==> config.mk <==
export PLATFORM = sky130hd
export DESIGN_NAME = md5_hash_engine_core
export DESIGN_NICKNAME = d
export VERILOG_FILES = /design/src/sv/md5_pkg.sv /design/src/sv/md5_rounds.sv /design/src/sv/md5_hash_engine_core.sv
export SDC_FILE = /design/constraint.sdc
export NUM_CORES = 2
export LEC_CHECK = 0
export ABC_AREA = 1
export BUFFER_PORTS_ARGS = -buffer_cell sky130_fd_sc_hd__buf_2
export CAP_MARGIN = 0
export CORE_MARGIN = 3
export CORE_UTILIZATION = 55
export CTS_CLUSTER_DIAMETER = 200
export DETAILED_ROUTE_END_ITERATION = 6
export PLACE_DENSITY = 0.71
export SYNTH_ARGS = -nofsm -noshare
export SYNTH_HDL_FRONTEND = slang
export SYNTH_SLANG_ARGS = --single-unit
==> constraint.sdc <==
create_clock -name clk_i -period 28.4 [get_ports clk_i]
set_clock_uncertainty 0.2 [all_clocks]
set_input_delay 0 -clock clk_i [delete_from_list [all_inputs] [get_ports clk_i]]
set_output_delay 0 -clock clk_i [all_outputs]
set_load 0.03 [all_outputs]
==> src/sv/md5_pkg.sv <==
// Package with MD5 constants, opcodes, states and the per-round table functions.
package md5_pkg;
  typedef enum logic [1:0] {
    OP_ABSORB  = 2'd0,
    OP_DIGEST  = 2'd1,
    OP_RESTART = 2'd2,
    OP_UNUSED  = 2'd3
  } op_e;

  typedef enum logic [2:0] {
    ST_IDLE,
    ST_COMP,
    ST_PAD,
    ST_OUT
  } state_e;

  localparam logic [31:0] IV0 = 32'h67452301;
  localparam logic [31:0] IV1 = 32'hEFCDAB89;
  localparam logic [31:0] IV2 = 32'h98BADCFE;
  localparam logic [31:0] IV3 = 32'h10325476;
  localparam logic [7:0]  PAD_BYTE = 8'h80;

  // Control handed from the sequencer to the round unit.
  typedef struct packed {
    logic       start;    // load working vars from chain words
    logic       step;     // run one round
    logic [5:0] round;
  } rnd_ctl_t;

  function automatic logic [31:0] round_k(input logic [5:0] i);
    logic [31:0] k;
    begin
      case (i)
        6'd0: k = 32'hd76aa478; 6'd1: k = 32'he8c7b756; 6'd2: k = 32'h242070db;
        6'd3: k = 32'hc1bdceee; 6'd4: k = 32'hf57c0faf; 6'd5: k = 32'h4787c62a;
        6'd6: k = 32'ha8304613; 6'd7: k = 32'hfd469501; 6'd8: k = 32'h698098d8;
        6'd9: k = 32'h8b44f7af; 6'd10: k = 32'hffff5bb1; 6'd11: k = 32'h895cd7be;
        6'd12: k = 32'h6b901122; 6'd13: k = 32'hfd987193; 6'd14: k = 32'ha679438e;
        6'd15: k = 32'h49b40821; 6'd16: k = 32'hf61e2562; 6'd17: k = 32'hc040b340;
        6'd18: k = 32'h265e5a51; 6'd19: k = 32'he9b6c7aa; 6'd20: k = 32'hd62f105d;
        6'd21: k = 32'h02441453; 6'd22: k = 32'hd8a1e681; 6'd23: k = 32'he7d3fbc8;
        6'd24: k = 32'h21e1cde6; 6'd25: k = 32'hc33707d6; 6'd26: k = 32'hf4d50d87;
        6'd27: k = 32'h455a14ed; 6'd28: k = 32'ha9e3e905; 6'd29: k = 32'hfcefa3f8;
        6'd30: k = 32'h676f02d9; 6'd31: k = 32'h8d2a4c8a; 6'd32: k = 32'hfffa3942;
        6'd33: k = 32'h8771f681; 6'd34: k = 32'h6d9d6122; 6'd35: k = 32'hfde5380c;
        6'd36: k = 32'ha4beea44; 6'd37: k = 32'h4bdecfa9; 6'd38: k = 32'hf6bb4b60;
        6'd39: k = 32'hbebfbc70; 6'd40: k = 32'h289b7ec6; 6'd41: k = 32'heaa127fa;
        6'd42: k = 32'hd4ef3085; 6'd43: k = 32'h04881d05; 6'd44: k = 32'hd9d4d039;
        6'd45: k = 32'he6db99e5; 6'd46: k = 32'h1fa27cf8; 6'd47: k = 32'hc4ac5665;
        6'd48: k = 32'hf4292244; 6'd49: k = 32'h432aff97; 6'd50: k = 32'hab9423a7;
        6'd51: k = 32'hfc93a039; 6'd52: k = 32'h655b59c3; 6'd53: k = 32'h8f0ccc92;
        6'd54: k = 32'hffeff47d; 6'd55: k = 32'h85845dd1; 6'd56: k = 32'h6fa87e4f;
        6'd57: k = 32'hfe2ce6e0; 6'd58: k = 32'ha3014314; 6'd59: k = 32'h4e0811a1;
        6'd60: k = 32'hf7537e82; 6'd61: k = 32'hbd3af235; 6'd62: k = 32'h2ad7d2bb;
        default: k = 32'heb86d391;
      endcase
      return k;
    end
  endfunction

  function automatic logic [4:0] round_s(input logic [5:0] i);
    logic [4:0] s;
    begin
      case ({i[5:4], i[1:0]})
        4'd0: s = 5'd7;  4'd1: s = 5'd12; 4'd2: s = 5'd17; 4'd3: s = 5'd22;
        4'd4: s = 5'd5;  4'd5: s = 5'd9;  4'd6: s = 5'd14; 4'd7: s = 5'd20;
        4'd8: s = 5'd4;  4'd9: s = 5'd11; 4'd10: s = 5'd16; 4'd11: s = 5'd23;
        4'd12: s = 5'd6; 4'd13: s = 5'd10; 4'd14: s = 5'd15; default: s = 5'd21;
      endcase
      return s;
    end
  endfunction

  // Message word index used by a round.
  function automatic logic [3:0] round_g(input logic [5:0] i);
    logic [3:0] g;
    logic [3:0] l;
    begin
      l = i[3:0];
      case (i[5:4])
        2'd0: g = l;
        2'd1: g = 4'((l << 2) + l + 4'd1);
        2'd2: g = 4'((l << 1) + l + 4'd5);
        default: g = 4'((l << 3) - l);
      endcase
      return g;
    end
  endfunction
endpackage

==> src/sv/md5_rounds.sv <==
// MD5 compression datapath: one round per cycle while step is set.
module md5_rounds import md5_pkg::*; (
  input  logic         clk_i,
  input  rnd_ctl_t     ctl_i,
  input  logic [127:0] cv_i,
  input  logic [31:0]  m_i,
  output logic [127:0] sum_o
);
  logic [31:0] a_q, b_q, c_q, d_q;
  logic [31:0] f, t, r, k;
  logic [4:0]  s;

  // Form one round result.
  always_comb begin
    case (ctl_i.round[5:4])
      2'd0: f = d_q ^ (b_q & (c_q ^ d_q));
      2'd1: f = c_q ^ (d_q & (b_q ^ c_q));
      2'd2: f = b_q ^ c_q ^ d_q;
      default: f = c_q ^ (b_q | ~d_q);
    endcase
    k = round_k(ctl_i.round);
    s = round_s(ctl_i.round);
    t = a_q + f + k + m_i;
    r = (t << s) | (t >> (6'd32 - {1'b0, s}));
  end

  // Load or advance the working words.
  always_ff @(posedge clk_i) begin
    if (ctl_i.start) begin
      a_q <= cv_i[31:0];
      b_q <= cv_i[63:32];
      c_q <= cv_i[95:64];
      d_q <= cv_i[127:96];
    end else if (ctl_i.step) begin
      a_q <= d_q;
      d_q <= c_q;
      c_q <= b_q;
      b_q <= b_q + r;
    end
  end

  assign sum_o = {cv_i[127:96] + d_q, cv_i[95:64] + c_q,
                  cv_i[63:32] + b_q, cv_i[31:0] + a_q};
endmodule

==> src/sv/md5_hash_engine_core.sv <==
// MD5 engine top level: byte buffer memory, sequencer and output register.
// Usage: send words on the input channel (operation_i, data_byte_i with
// valid/ready). Absorb appends a byte, digest returns one output word with
// the 16-byte digest, restart reloads the initial chain value and clears the count.
// Absorb writes the byte into the 16-entry word memory; the 64th byte of a
// block then starts a compression (one round per cycle through the round
// unit, message words read from the memory through a registered read).
// Digest pads the pending block on the fly as its words are read, over one
// final block or two, then the word waits in the output register.
// Reset clears the count and loads the initial chain value; the buffer
// memory keeps its contents and needs no clearing. While the receiver
// stalls the digest word holds and no new input word is taken.
// Digest leaves the chain value, count and buffer untouched, so absorbing may continue.
module md5_hash_engine_core import md5_pkg::*; (
  input  logic        clk_i,
  input  logic        rst_ni,
  input  logic        in_valid_i,
  output logic        in_ready_o,
  input  logic [1:0]  operation_i,
  input  logic [7:0]  data_byte_i,
  output logic        out_valid_o,
  input  logic        out_ready_i,
  output logic [63:0] digest_low_o,
  output logic [63:0] digest_high_o
);
  state_e state_q, state_d;
  logic [127:0] cv_q, cv_d, wcv_q, wcv_d;
  logic [63:0]  cnt_q, cnt_d;
  logic [31:0]  mem [16];
  logic [31:0]  rd_q;
  logic [3:0]   ra_q;          // word address held in rd_q
  logic [31:0]  pad_word;
  logic [127:0] sum;
  logic [6:0]   ph_q, ph_d;    // round counter incl. lead-in
  logic         dig_q, dig_d;  // compression belongs to a digest
  logic         fin_q, fin_d;  // last pad block in progress
  logic         two_q, two_d;  // second pad block pending
  logic         we;
  logic [3:0]   wa, ra;
  logic [31:0]  wd;
  logic [5:0]   fill;
  logic [5:0]   bi;
  rnd_ctl_t     ctl;
  logic         out_ld;

  assign fill = cnt_q[8:3];

  // Message words of the pad block built from memory word, fill and count.
  always_comb begin
    pad_word = 32'd0;
    for (int j = 0; j < 4; j++) begin
      bi = {ra_q, 2'(j)};
      if (two_q) pad_word[8*j +: 8] = 8'd0;
      else if (bi < fill) pad_word[8*j +: 8] = rd_q[8*j +: 8];
      else if (bi == fill) pad_word[8*j +: 8] = PAD_BYTE;
      if (fin_q && bi >= 6'd56) pad_word[8*j +: 8] = cnt_q[8*(32'(bi) - 56) +: 8];
    end
  end

  // Byte lane write into a word of the memory.
  always_comb begin
    wd = rd_q;
    wd[8*fill[1:0] +: 8] = data_byte_i;
  end

  // Read the word memory; write the patched word back, forward it on a hit.
  always_ff @(posedge clk_i) begin
    if (we) mem[wa] <= wd;
    if (we && wa == ra) rd_q <= wd;
    else rd_q <= mem[ra];
    ra_q <= ra;
  end

  md5_rounds u_rounds (
    .clk_i (clk_i),
    .ctl_i (ctl),
    .cv_i  (wcv_q),
    .m_i   ((state_q == ST_PAD) ? pad_word : rd_q),
    .sum_o (sum)
  );

  // Sequence absorb, compression and padding.
  always_comb begin
    state_d = state_q;
    cv_d = cv_q; wcv_d = wcv_q; cnt_d = cnt_q; ph_d = ph_q;
    dig_d = dig_q; fin_d = fin_q; two_d = two_q;
    in_ready_o = 1'b0; we = 1'b0; wa = fill[5:2];
    ra = fill[5:2]; out_ld = 1'b0;
    ctl = '0;
    ctl.round = 6'(ph_q - 7'd1);
    case (state_q)
      ST_IDLE: begin
        in_ready_o = 1'b1;
        if (in_valid_i) begin
          case (operation_i)
            OP_ABSORB: begin
              // rd_q holds the word at fill (read ahead last cycle)
              we = 1'b1;
              cnt_d = cnt_q + 64'd8;
              ra = cnt_d[8:5];
              if (fill == 6'd63) begin
                state_d = ST_COMP; ph_d = '0; dig_d = 1'b0; wcv_d = cv_q;
                ra = 4'd0;
              end
            end
            OP_DIGEST: begin
              state_d = ST_COMP; ph_d = '0; dig_d = 1'b1; wcv_d = cv_q;
              fin_d = (fill < 6'd56); two_d = 1'b0; ra = 4'd0;
            end
            OP_RESTART: begin
              cv_d = {IV3, IV2, IV1, IV0}; cnt_d = '0; ra = 4'd0;
            end
            default: ;
          endcase
        end
      end
      ST_COMP, ST_PAD: begin
        // lead-in loads words, then 64 rounds, then a closing step takes the sums
        ra = round_g(6'(ph_q));
        if (ph_q == 7'd0) ctl.start = 1'b1;
        else ctl.step = 1'b1;
        if (dig_q) state_d = ST_PAD;
        ph_d = ph_q + 7'd1;
        if (ph_q == 7'd64) begin
          ph_d = 7'd65;
        end
        if (ph_q == 7'd65) begin
          ctl = '0;
          ph_d = '0;
          if (!dig_q) begin
            cv_d = sum; state_d = ST_IDLE; ra = fill[5:2];
          end else if (!fin_q) begin
            wcv_d = sum; fin_d = 1'b1; two_d = 1'b1; ra = 4'd0;
          end else begin
            out_ld = 1'b1; state_d = ST_OUT; wcv_d = sum;
          end
        end
      end
      ST_OUT: begin
        ra = fill[5:2];
        if (out_ready_i) state_d = ST_IDLE;
      end
      default: state_d = ST_IDLE;
    endcase
  end

  always_ff @(posedge clk_i or negedge rst_ni) begin
    if (!rst_ni) begin
      state_q <= ST_IDLE;
      cv_q <= {IV3, IV2, IV1, IV0};
      cnt_q <= '0;
      ph_q <= '0;
      dig_q <= 1'b0; fin_q <= 1'b0; two_q <= 1'b0;
    end else begin
      state_q <= state_d; cv_q <= cv_d; cnt_q <= cnt_d; ph_q <= ph_d;
      dig_q <= dig_d; fin_q <= fin_d; two_q <= two_d;
    end
  end

  always_ff @(posedge clk_i) begin
    wcv_q <= wcv_d;
    if (out_ld) begin
      digest_low_o  <= sum[63:0];
      digest_high_o <= sum[127:64];
    end
  end

  assign out_valid_o = (state_q == ST_OUT);
endmodule

======== Yosys cells after proc, flatten, opt, wreduce, memory -nomap -nowiden ========
Memory sizes are Yosys's and may differ from the RTL's. A register that Yosys moved wholly into a read port is not among the register bits.
Cells that the tools add are included.
storage, ports and cells
  register bits after elaboration ......... 593
  logic and storage cells ................. 207
  memories ................................ 3
  output and inout bits ................... 130
  memory bits (writable) .................. 512
  memory bits (read-only) ................. 2,128
  bits of input ports ..................... 14
memory list
  memory            words  width  rd ports  clocked after Yosys merged registers in  wr ports  line                        text
  (name not given)  64     32     1         0                                        0         md5_pkg.sv:33               case (i)
  mem               16     32     1         1                                        1         md5_hash_engine_core.sv:29  logic [31:0] mem [16];
  (name not given)  16     5      1         0                                        0         md5_pkg.sv:64               case ({i[5:4], i[1:0]})
cells by class
  equality and inequality tests ........... 27
  reduce and logical (&&, ||, !) cells .... 23
  mux-type cells .......................... 89
  add/sub/neg operators ................... 22
  shift-type cells ........................ 8
  order comparisons ....................... 9
  bitwise logic cells ..................... 11
operators with widths
  cell                       number
  $mux W128                  8
  $pmux W128 S2              3
  $mux W32                   9
  $add A32 B32 Y32           8
  $shiftx A64 B33 Y8         4
  $xor A32 B32 Y32           6
  $mux W8                    18
  $pmux W64 S2               1
  $pmux W32 S3               1
  $add A64 B4 Y64 const B    1
  $and A32 B32 Y32           2
  $or A32 B32 Y32            2
  $neg A5 Y34                1
  $shift A8 B34 Y32 const A  1
  $shiftx A8 B34 Y32         1
  $bwmux W32                 1
  $not A32 Y32               1
  $shl A32 B5 Y32            1
  $shr A32 B6 Y32            1
  $mux W7                    4
  $pmux W7 S2                2
  $sub A6 B6 Y7 const B      4
  $eq A6 B6 Y1               4
  $ge A6 B6 Y1 const B       4
  37 further kinds           101

======== Longest topological paths before layout ========
  depth in word-level cells ............... 14
  depth in mapped cells ................... 61
  depth with buffers taken out ............ 60

======== Hierarchy ========
Synthesis repeated with hierarchy kept, for this count alone.
second synthesis, totals
  cells, all modules ...................... 8,015
  area, all modules ....................... 66,714.0 um2
by module, submodules not included
  module                times used  cells each  seq. area each (um2)  area each (um2)
  md5_hash_engine_core  1           3,966       28,277.1              41,691.2
  md5_rounds            1           4,049       3,843.7               25,022.7

======== Worst setup path before layout ========
OpenSTA, ideal clock, no wires.
  kind .................................... reg-to-reg
  start ................................... reg ph_q[1]
  end ..................................... reg wcv_q[0] (enable)
  data required time ...................... 25,557 ps
  arrival ................................. 17,859 ps
  path buffers ............................ 0
  slack ................................... 7,698 ps
  library setup time ...................... 2,643 ps
  period minus slack after synthesis ...... 20,702 ps
  stages on the path, launching flop included .. 7
  cell sequence ........................... dfrtp_1 -> inv_1 -> ha_1 -> nand2_1 -> nor2_2 -> nor2_1 -> nor3_1
between the ends
  cells in the longest elaborated chain, start to end .. 3
ends and longest elaborated chain
  element                             line                         text
  start, declared                     md5_hash_engine_core.sv:34   logic [6:0] ph_q, ph_d;
  start signal, assigned              md5_hash_engine_core.sv:155  state_q <= state_d; cv_q <= cv_d; cnt_q <= cnt_d; ph_q <= ph_d;
  $eq A7 B7 Y1                        md5_hash_engine_core.sv:127  if (ph_q == 7'd65) begin
  $ne A2 B2 Y1 (no source line)       n/a
  $reduce_and A6 Y1 (no source line)  n/a
  end signal, assigned                md5_hash_engine_core.sv:161  wcv_q <= wcv_d;
  end, declared                       md5_hash_engine_core.sv:27   logic [127:0] cv_q, cv_d, wcv_q, wcv_d;
No other way between the ends.
A chain may end at the register's enable or synchronous reset.

======== Worst setup path in the final report ========
  start ................................... reg ph_q[1]
  end ..................................... reg u_rounds.b_q[26], data pin
between the ends
  cells in the longest elaborated chain, start to end .. 13
  elaborated cells on any way between the ends .. 22
  classes of those cells .................. add/sub (6); eq/ne (3); shift (2); mux (6); bitwise (1); reduce/logical (2); memory (2)
ends and longest elaborated chain
  element                                                    line                                                     text
  $sub A6 B1 Y6 / $eq A7 B7 Y1 (equally long branches)       md5_hash_engine_core.sv:90, md5_hash_engine_core.sv:127
  $mux W8                                                    md5_hash_engine_core.sv:127
  $mux W8 *                                                  md5_hash_engine_core.sv:91                               case (state_q)
  $eq A2 B2 Y1, or another cell as far along                 md5_rounds.sv:15                                         case (ctl_i.round[5:4])
  $pmux W32 S3                                               md5_rounds.sv:15
  $add A32 B32 Y32 (3 in a row)                              md5_rounds.sv:23                                         t = a_q + f + k + m_i;
  $shr A32 B6 Y32 / $shl A32 B5 Y32 (equally long branches)  md5_rounds.sv:24                                         r = (t << s) | (t >> (6'd32 - {1'b0, s}));
  $or A32 B32 Y32                                            md5_rounds.sv:24
  $add A32 B32 Y32                                           md5_rounds.sv:38                                         b_q <= b_q + r;
  $mux W32                                                   md5_rounds.sv:34                                         end else if (ctl_i.step) begin
  $mux W32 *                                                 md5_rounds.sv:29                                         if (ctl_i.start) begin
  end signal, assigned                                       md5_rounds.sv:31                                         b_q <= cv_i[63:32];
  end signal, assigned                                       md5_rounds.sv:38
  end, declared                                              md5_rounds.sv:9                                          logic [31:0] a_q, b_q, c_q, d_q;
Mark *: on every way between the ends. The rest lies on a longest branch, timed or not. The select of a mux whose other input is x is not followed.

==> flow_summary.json <==
{
  "grt_antenna_before_repair": 5,
  "placed_area_sq_um": 65400,
  "grt_max_degree": 220,
  "ys_seq_area_share_pct": 51.0,
  "drv_cap": 0,
  "end_kind": "register",
  "yosys_warnings": 0,
  "fp.coreArea_sq_um": 113000,
  "cts_buffers": 113,
  "reg2reg_slack_ps": 16420,
  "finish.instance_area_sq_um": 69600,
  "min_period_ps": 11980,
  "dieArea_sq_um": 119000,
  "ys_ff_latch": 1102,
  "drv_slew": 0,
  "violations": "DRC",
  "start_util_pct": 55.7,
  "post_cts_buffers": 0,
  "gp_congestion": 1.06,
  "clk_pin_slew_ps": 70,
  "yosys.area_share.simple_pct": 18.3,
  "synth_top_area_cell": "edfxtp_1",
  "rsz0062_at_grt": "false",
  "crit_family": "simple AND/OR/NAND/NOR gates",
  "instances_no_fill": 8715,
  "synth_top_area_share_pct": 42.7,
  "synth_top_flop_cell": "edfxtp_1",
  "synthCells": 7043,
  "fillCellCount": 9627,
  "fmax_mhz": 83.5,
  "ys_types": 76,
  "layout.nets": 7412,
  "multi_input_area_sq_um": 27400,
  "layout-drive-gt1-share_pct": 8.28,
  "num_rows": 123,
  "via_per_inst": 6.23,
  "clock_path_buffers": 3,
  "synth_edf_count": 896,
  "hold_viol_final": 0,
  "crit_arrival_ps": 12240,
  "synthXorXnorAreaFrac_pct": 2.83,
  "syn-num-nets": 7343,
  "synth_top_family_by_area": "simple AND/OR/NAND/NOR gates",
  "min_path_type": "in2reg",
  "pin_count": 144,
  "setup_tns_ps": 0,
  "netlist_area_sq_um": 63000,
  "synth_mux_area_share_pct": 0.0635,
  "portBuffers": 143,
  "clk_latency_ps": 760,
  "root_buffer": "clkbuf_16",
  "detail_route.wl_per_cell_um": 25.9,
  "start_kind": "register",
  "avgSynthCellArea_sq_um": 8.95,
  "synthAdderAreaFrac_pct": 6.49,
  "synth_compound_area_share_pct": 15.6,
  "path_max_fanout": 19,
  "area_delta_synth_final_pct": 10.4,
  "hold_ws_ps": 109,
  "tightest_slew_ps": 1420,
  "slew_headroom_pct": 5.37,
  "grt_overflow": 0,
  "drc": 2,
  "crit_path_max_incr_delay_ps": 780,
  "num_vias": 54300,
  "outcome": "complete, but fails checks",
  "grt_pass1_vias": 50900,
  "synth_area_leaders": "edfxtp_1, nand2_1, o21ai_0",
  "ys_async_sr_fraction_pct": 18.3,
  "drtAntennaViolNets": 0,
  "grt_pass1_wl_um": 329000,
  "critPathKind": "reg2reg",
  "die_y_um": 345,
  "placed_cells": 8477,
  "worst_path_max_delay_cell": "nand2_1",
  "dr.first_iter.drc_count": 6811,
  "setup_viol": 0,
  "period_share_pct": 42.2,
  "cts_tree": "done",
  "post-dp-hpwl_um": 157000,
  "crit_required_ps": 28660,
  "cts_sinks": 1102,
  "first_pass_iters": 7,
  "htreeDepth": 3,
  "die_w_um": 345,
  "track_usage_pct": 37.4,
  "crit_top_cell": "nand2_1",
  "register_area_sq_um": 32100,
  "wirelength_um": 225000,
  "critPathBufInv": 7
}
[worst paths after layout]
check	from	endpoint	depth (start not counted)
hold / removal	out_ready_i	state_q[1]$_DFFE_PN0P_	5
setup / recovery	ph_q[1]$_DFFE_PN0P_	u_rounds.b_q[26]$_DFFE_PP_	54
max in group asynchronous	rst_ni	cv_q[52]$_DFFE_PN0P_	5
min in group asynchronous	rst_ni	cv_q[35]$_DFFE_PN1P_	3
hold reg to reg	cv_q[83]$_DFFE_PN1P_	cv_q[83]$_DFFE_PN1P_	2
setup reg to reg	ph_q[1]$_DFFE_PN0P_	u_rounds.b_q[26]$_DFFE_PP_	54
[cell families after synthesis]
logic type,after synthesis
AO/OA/AOI/OAI,1712
XOR/XNOR,198
adder cells (fa/ha/maj),286
buffers and inverters,963
flip-flops,1102
multiplexers,4
other,1
AND/OR/NAND/NOR,2777
[worst reg2reg max path, delay by kind of cell, from the launching register on]
kind                     cells  cell delay, ps
buffers and inverters        7            1060
adder cells (fa/ha/maj)      6            2700
AO/OA/AOI/OAI               14            2930
AND/OR/NAND/NOR             26            4040
flip-flops                   1             510
XOR/XNOR                     1             250
[registers in the layout, summed over array words and instances, names as in the netlist, 3 cells and up]
signal,count
ra_q,4
digest_high_o,64
state_q,3
digest_low_o,64
mem,512
u_rounds.d_q,32
u_rounds.c_q,32
cv_q,128
ph_q,7
wcv_q,128
u_rounds.b_q,32
cnt_q,61
u_rounds.a_q,32
[cells in the final DEF (no fill, tap or decap), types with 67 or more instances in the layout]
master        n
o21ai_0     736
nor2_1      574
a21oi_1     444
buf_4        88
dfrtp_1     138
clkbuf_16   113
edfxtp_1    896
inv_1       634
nand3_1     398
ha_1        218
o22ai_1      70
a31oi_1      67
xor2_1      126
buf_2       142
nand2_1    1550
fa_1         68
nand4_1      70
xnor2_1      67
[metrics by stage]
step / worst slack (ps) / util, %
6_report: 16420 / 61.5
5_1_grt: 15550 / 61.5
4_1_cts: 16770 / 61.5
3_5_place_dp: 16880 / 57.8
3_3_place_gp: 16930 / 57.8
2_1_floorplan: 7700 / -
[synth_stat cells (all sizes together) (2+ instances only)]
cell type / n
a2111oi: 2
a211oi: 9
a21boi: 20
a21o: 11
a21oi: 444
a221oi: 45
a22o: 2
a22oi: 33
a31o: 4
a31oi: 67
a32o: 3
a32oi: 22
buf: 55
clkbuf: 248
clkinv: 9
dfrtp: 138
dfstp: 64
dfxtp: 4
edfxtp: 896
fa: 68
ha: 218
inv: 651
mux2i: 4
nand2: 1563
nand3: 401
nand3b: 6
nand4: 70
nor2: 603
nor3: 71
nor3b: 5
nor4: 30
o2111ai: 9
o211ai: 28
o21a: 28
o21ai: 791
o21bai: 16
o221ai: 44
o22ai: 70
o311ai: 8
o31ai: 44
o32ai: 5
o41ai: 3
or2: 25
xnor2: 68
xor2: 130
[layout make-up]
| type | instances | area share [%] |
|---|---|---|
| clock inverter | 80 | 1.33 |
| timing repair buffer | 257 | 2.48 |
| tap | 1500 | 2.70 |
| sequential | 1102 | 46.2 |
| clock buffer | 134 | 4.34 |
| multi-input combinational | 4978 | 39.4 |
| inverter | 660 | 3.57 |
| antenna | 4 | 0.0144 |
[timing repair]
action                                 CTS  global route
resized for setup                        0             0
endpoints found under the hold margin  548             0
hold buffers                            20             0
[per-layer routing]
layer	track usage [%]	part of all wire, %	vias to the layer above
met5	0	0.015	-
met1	50.7	39	26100
met4	20.5	6.3	4
met2	57.9	45	2950
met3	6.01	9.8	557
li1	-	-	24700
Power is left out: the tool's default activity adds up to more than one toggle a clock period on the data nets, which glitch-free logic cannot reach.
